### config.mk
export PLATFORM = sky130hd
export DESIGN_NAME = rbb_window
export DESIGN_NICKNAME = d
export VERILOG_FILES = /design/src/rtl/rbb_pkg.sv /design/src/rtl/rbb_window.sv
export SDC_FILE = /design/constraint.sdc
export NUM_CORES = 1
export LEC_CHECK = 0
export BUFFER_PORTS_ARGS = -buffer_cell sky130_fd_sc_hd__buf_4
export CAP_MARGIN = 20
export CORE_UTILIZATION = 40
export CTS_BUF_LIST = sky130_fd_sc_hd__clkbuf_8
export DETAILED_ROUTE_END_ITERATION = 6
export GPL_TIMING_DRIVEN = 0
export SYNTH_ARGS = -nofsm -noshare
export SYNTH_HDL_FRONTEND = slang
export SYNTH_SLANG_ARGS = --single-unit
### constraint.sdc
create_clock -name clk -period 10.8 [get_ports clk]
set_input_delay 0.54 -clock clk [delete_from_list [all_inputs] [get_ports clk]]
set_output_delay 0.54 -clock clk [all_outputs]
set_load 0.02 [all_outputs]
### src/rtl/rbb_pkg.sv
package rbb_pkg;

    localparam int MAX_WIDTH  = 1024;
    localparam int MAX_HEIGHT = 4096;

    localparam int COL_W    = $clog2(MAX_WIDTH);
    localparam int ROW_W    = $clog2(MAX_HEIGHT);
    localparam int WIDTH_W  = COL_W + 1;
    localparam int HEIGHT_W = ROW_W + 1;

    localparam int CFG_WIDTH_FIELD_W  = 11;
    localparam int CFG_HEIGHT_FIELD_W = 13;
    localparam int CFG_DATA_W         = 13;
    localparam int CFG_IDX_W          = 1;

    typedef enum logic [CFG_IDX_W-1:0] {
        REG_IMAGE_WIDTH  = 1'b0,
        REG_IMAGE_HEIGHT = 1'b1
    } cfg_reg_t;

    localparam int CH_W     = 8;
    localparam int COLSUM_W = CH_W + 2;
    localparam int SUM_W    = CH_W + 4;

    // floor(s / 9) for s <= 2295 equals (s * 7282) >> 16.
    localparam int RECIP_W    = 13;
    localparam int MEAN_RECIP = 7282;
    localparam int MEAN_SHIFT = 16;

    localparam int RES_MAX = 3;

    typedef struct packed {
        logic [CH_W-1:0] red;
        logic [CH_W-1:0] green;
        logic [CH_W-1:0] blue;
    } pix_t;

    typedef struct packed {
        pix_t older;
        pix_t newer;
    } line_t;

    typedef struct packed {
        logic           en;
        logic [COL_W-1:0] addr;
        line_t          data;
    } line_wr_t;

    typedef struct packed {
        pix_t             px;
        logic [ROW_W-1:0] row;
        logic [COL_W-1:0] col;
        logic             has_prev;
        logic             interior;
        logic             right_edge;
        logic             bottom_row;
        logic             frame_end;
    } item_t;

    typedef struct packed {
        logic [ROW_W-1:0] row;
        logic [COL_W-1:0] col;
        pix_t             px;
        logic             last;
    } result_t;

    typedef struct packed {
        logic [RES_MAX-1:0]          valid;
        result_t [RES_MAX-1:0]       res;
    } res_group_t;

    typedef struct packed {
        logic [COLSUM_W-1:0] red;
        logic [COLSUM_W-1:0] green;
        logic [COLSUM_W-1:0] blue;
    } csum_t;

    function automatic logic [CH_W-1:0] mean9(input logic [SUM_W-1:0] s);
        logic [SUM_W+RECIP_W-1:0] prod;
        prod = (SUM_W + RECIP_W)'(s) * (SUM_W + RECIP_W)'(MEAN_RECIP);
        return prod[MEAN_SHIFT +: CH_W];
    endfunction

endpackage

### src/rtl/rbb_window.sv
module rbb_window (
    input  logic                  clk,
    input  logic                  rst_n,
    input  logic                  load,
    input  rbb_pkg::item_t        item_in,
    input  rbb_pkg::line_t        col_data,
    input  logic                  space_ok,
    output logic                  free,
    output logic                  push,
    output rbb_pkg::line_wr_t     line_wr,
    output rbb_pkg::res_group_t   results
);

    rbb_pkg::item_t item_reg;
    logic           valid_reg;
    logic           adv;

    rbb_pkg::pix_t  mid_reg;
    rbb_pkg::csum_t cs1_reg;
    rbb_pkg::csum_t cs2_reg;
    rbb_pkg::csum_t cs_new;

    logic [rbb_pkg::SUM_W-1:0] sum_r;
    logic [rbb_pkg::SUM_W-1:0] sum_g;
    logic [rbb_pkg::SUM_W-1:0] sum_b;
    rbb_pkg::pix_t             mean_px;

    assign adv  = valid_reg && space_ok;
    assign free = !valid_reg || adv;
    assign push = adv;

    always_ff @(posedge clk or negedge rst_n)
    begin
        if (!rst_n)
        begin
            valid_reg <= 1'b0;
        end
        else if (load)
        begin
            valid_reg <= 1'b1;
        end
        else if (adv)
        begin
            valid_reg <= 1'b0;
        end
    end

    always_ff @(posedge clk)
    begin
        if (load)
        begin
            item_reg <= item_in;
        end
        if (adv)
        begin
            mid_reg <= col_data.newer;
            cs1_reg <= cs2_reg;
            cs2_reg <= cs_new;
        end
    end

    always_comb
    begin
        cs_new.red   = rbb_pkg::COLSUM_W'(col_data.older.red)
                     + rbb_pkg::COLSUM_W'(col_data.newer.red)
                     + rbb_pkg::COLSUM_W'(item_reg.px.red);
        cs_new.green = rbb_pkg::COLSUM_W'(col_data.older.green)
                     + rbb_pkg::COLSUM_W'(col_data.newer.green)
                     + rbb_pkg::COLSUM_W'(item_reg.px.green);
        cs_new.blue  = rbb_pkg::COLSUM_W'(col_data.older.blue)
                     + rbb_pkg::COLSUM_W'(col_data.newer.blue)
                     + rbb_pkg::COLSUM_W'(item_reg.px.blue);

        sum_r = rbb_pkg::SUM_W'(cs1_reg.red) + rbb_pkg::SUM_W'(cs2_reg.red)
              + rbb_pkg::SUM_W'(cs_new.red);
        sum_g = rbb_pkg::SUM_W'(cs1_reg.green) + rbb_pkg::SUM_W'(cs2_reg.green)
              + rbb_pkg::SUM_W'(cs_new.green);
        sum_b = rbb_pkg::SUM_W'(cs1_reg.blue) + rbb_pkg::SUM_W'(cs2_reg.blue)
              + rbb_pkg::SUM_W'(cs_new.blue);

        mean_px.red   = rbb_pkg::mean9(sum_r);
        mean_px.green = rbb_pkg::mean9(sum_g);
        mean_px.blue  = rbb_pkg::mean9(sum_b);
    end

    always_comb
    begin
        line_wr.en         = adv;
        line_wr.addr       = item_reg.col;
        line_wr.data.older = col_data.newer;
        line_wr.data.newer = item_reg.px;

        // The pixel one row up and one column left is finished by this item.
        results.valid[0]    = item_reg.has_prev;
        results.res[0].row  = item_reg.row - rbb_pkg::ROW_W'(1);
        results.res[0].col  = item_reg.col - rbb_pkg::COL_W'(1);
        results.res[0].px   = item_reg.interior ? mean_px : mid_reg;
        results.res[0].last = 1'b0;

        // The right border pixel of the row above passes through.
        results.valid[1]    = item_reg.right_edge;
        results.res[1].row  = item_reg.row - rbb_pkg::ROW_W'(1);
        results.res[1].col  = item_reg.col;
        results.res[1].px   = col_data.newer;
        results.res[1].last = 1'b0;

        // Pixels of the bottom row pass through at once.
        results.valid[2]    = item_reg.bottom_row;
        results.res[2].row  = item_reg.row;
        results.res[2].col  = item_reg.col;
        results.res[2].px   = item_reg.px;
        results.res[2].last = item_reg.frame_end;
    end

endmodule

==> flow_summary.ini <==
[finish]
largest_reg_flops = 34
register_area_mm2 = 0.004079
diodes = 0
instances_no_fill = 2261
nFillCells = 3487
layout-drive-gt1-share_pct = 29.77
multiInputGateArea_mm2 = 0.009014
num-nets-final = 2231
syn_to_final_growth_pct = 22.25

[logic_synthesis]
ys_seq_elements = 136
syn_area_per_cell_um2 = 10.84
ys_types = 64
yosysSeqAreaShare_pct = 26.67
ys.flop_type = edfxtp_1
yosysWarnings = 0
async_flop_share_pct = 0.7353
synth_edf_count = 135
syn_inst = 1411
syn_area_mm2 = 0.01529

[global_route]
grt_usage_pct = 19.54
antenna_found_initial = 2
grt_pass1_vias = 11040
grt_first_pass_wirelength_um = 58170
gr-total-overflow = 0
grt_max_degree = 53

[run_status]
status = completed

[sta]
hold_viol = 0
worst_pin_slew_ns = 0.8044
period_share_pct = 91.96
rsz0062_at_grt = false
max-slew-margin-rel_pct = 45.69
tns_ns = 0
drv_slew = 0
min_period_ns = 9.932
fmax_mhz = 100.7
setup_viol = 0
skew_ns = 0.01319
fin_hold_ws_ns = 0.2372
setup_slack_ns = 0.8678

[floorplanning]
die_h_um = 197.5
start_util_pct = 40.60
core-area_mm2 = 0.03767
fp.dieW_um = 197.5
die_area_mm2 = 0.03902
io_pins = 308
row_count = 71

[clocking]
insertion_delay_ns = 0.47
clkSlewWorstSetupHoldPaths_ns = 0.09
cts.sinks = 136
postCtsSetupBuffers = 0
cts_buffer_depth = 2
cts_made_buffers = 17
htreeDepth = 4
cts_tree = done
root_buffer = clkbuf_8

[critical_path]
max_stage_delay_ns = 0.55
cp-start-kind = register
cp_slowest_cell = fa_1
endpoint_kind = output pin
cp_max_fo = 4
cp_common_cell = fa_1
cp.required_ns = 10.26
path_class = register to output pin
cp.arrival_ns = 9.39

[hold_path]
hold_path_class = primary input to register

[detailed_routing]
ant_nets = 0
firstDrtPassIters = 5
routed_via_density = 4.690
remaining_drc_errors = 0
vias = 10600
wl_per_cell_um = 16.34
drt_iter0_markers = 474
routed_wl_um = 36950

[placement]
gp_congestion = 0.8634
place_ws_ns = 0.9782
io_buffers = 305
dpl.hpwl_um = 31590
dp_cells = 2229

[job]
maxCapViolCount = 0
## kinds of logic (layout without fill, tap and decap cells)
| kind of cell | count (synthesis) | count (layout) | synth area share, % |
|---|---|---|---|
| adders and majority gates | 390 | 390 | 38.83 |
| and+or+nand+nor | 166 | 166 | 5.465 |
| buffers and inverters | 431 | 769 | 14.43 |
| xor gates and xnor gates | 88 | 88 | 5.040 |
| DFF | 136 | 136 | 26.67 |
| muxes | 9 | 9 | 0.6545 |
| AOI/OAI and AO/OA | 190 | 190 | 8.885 |
| other | 1 | 2 | 0.02452 |
## critical path: cells and delay by family, from the launching register on
family	cells	cell delay, ns
compound gates	7	1.86
xor+xnor	3	0.78
fa+ha+maj	11	4.60
buf+inv	7	0.65
flops	1	0.52
simple gates	3	0.50
## area by class of cell
type / count / area share (%)
buffer: 164 / 6.445
sequential: 136 / 21.82
tap: 511 / 3.420
timing repair buffer: 307 / 12.45
multi-input combinational: 845 / 48.21
clock inverter: 14 / 1.051
clock buffer: 17 / 1.251
inverter: 267 / 5.360
## synthesized netlist by cell type (4+ instances only)
cell type	instances	area, um2
inv_1	265	994.7
ha_1	249	3115
buf_4	157	1179
fa_1	141	2823
edfxtp_1	135	4054
xnor2_1	60	525.5
a21oi_1	51	255.2
nor2_1	40	150.1
nand2_1	34	127.6
xor2_1	28	245.2
a21o_1	27	202.7
o21ai_0	25	125.1
nor3_1	19	95.09
o21a_1	16	120.1
nand3_1	13	65.06
o21bai_1	12	90.09
mux2_2	8	90.09
nand2b_1	8	50.05
nand4_1	8	50.05
o2111ai_1	8	70.07
or3_1	8	50.05
clkbuf_1	7	26.28
nor2b_1	7	43.79
a211oi_1	6	45.04
and2_1	6	37.54
a31oi_1	5	31.28
nor4_1	5	31.28
nand3b_1	4	30.03
o311ai_0	4	35.03
## cells in the final DEF (no fill, tap or decap), types with 4 or more instances in the layout
| cell | synthesis | layout |
|---|---|---|
| clkbuf_1 | 7 | 7 |
| a211oi_1 | 6 | 6 |
| nor3_1 | 19 | 19 |
| nand2b_1 | 8 | 8 |
| nand3_1 | 13 | 13 |
| nand2_1 | 34 | 34 |
| xor2_1 | 28 | 28 |
| bufinv_16 | 0 | 4 |
| o311ai_0 | 4 | 4 |
| o21bai_1 | 12 | 12 |
| nand4_1 | 8 | 8 |
| nor2_1 | 40 | 40 |
| a21o_1 | 27 | 27 |
| xnor2_1 | 60 | 60 |
| nor2b_1 | 7 | 7 |
| o2111ai_1 | 8 | 8 |
| edfxtp_1 | 135 | 135 |
| o21ai_0 | 25 | 25 |
| o21a_1 | 16 | 16 |
| mux2_2 | 8 | 8 |
| a21oi_1 | 51 | 51 |
| nand3b_1 | 4 | 4 |
| nor4_1 | 5 | 5 |
| inv_1 | 265 | 265 |
| ha_1 | 249 | 249 |
| buf_4 | 157 | 462 |
| or3_1 | 8 | 8 |
| a31oi_1 | 5 | 5 |
| and2_1 | 6 | 5 |
| clkbuf_8 | 0 | 17 |
| fa_1 | 141 | 141 |
## final timing paths
| check | from | endpoint | slack (ns) | cells after the start |
|---|---|---|---|---|
| max in group asynchronous | rst_n | valid_reg | 10.34 | 2 |
| min | item_in[4] | results[141] | 0.24 | 1 |
| max | line_wr[17] | results[21] | 0.87 | 31 |
| min reg2reg | cs2_reg[29] | cs1_reg[29] | 0.46 | 0 |
| min in group asynchronous | rst_n | valid_reg | 0.38 | 2 |
| max reg2reg | line_wr[17] | cs2_reg[29] | 7.88 | 10 |
## repair_timing
| item | 4_1_cts | 5_1_grt |
|---|---|---|
| gates resized for setup | 0 | 0 |
| hold buffers | 1 | 0 |
| endpoints found under the hold margin | 1 | 0 |
## metrics by stage
step / area (um2) / util [%]
final: 18700 / 49.64
after global routing: 18700 / 49.64
after CTS: 18700 / 49.64
after detailed placement: 18260 / 48.47
after global placement: 18230 / 48.39
after floorplan: 15300 / -
## per-layer routing
metal  up-vias  part of all wire [%]  GRT usage [%]
met4         4                   1.2          4.335
met3        30                   5.3          4.320
li1       5236                     -              -
met5         -                 0.076              0
met2       247                    50          33.84
met1      5086                    44          24.78
Power is not shown: default switching activity piles up to over one toggle a cycle in this logic, so the estimate is an artifact.
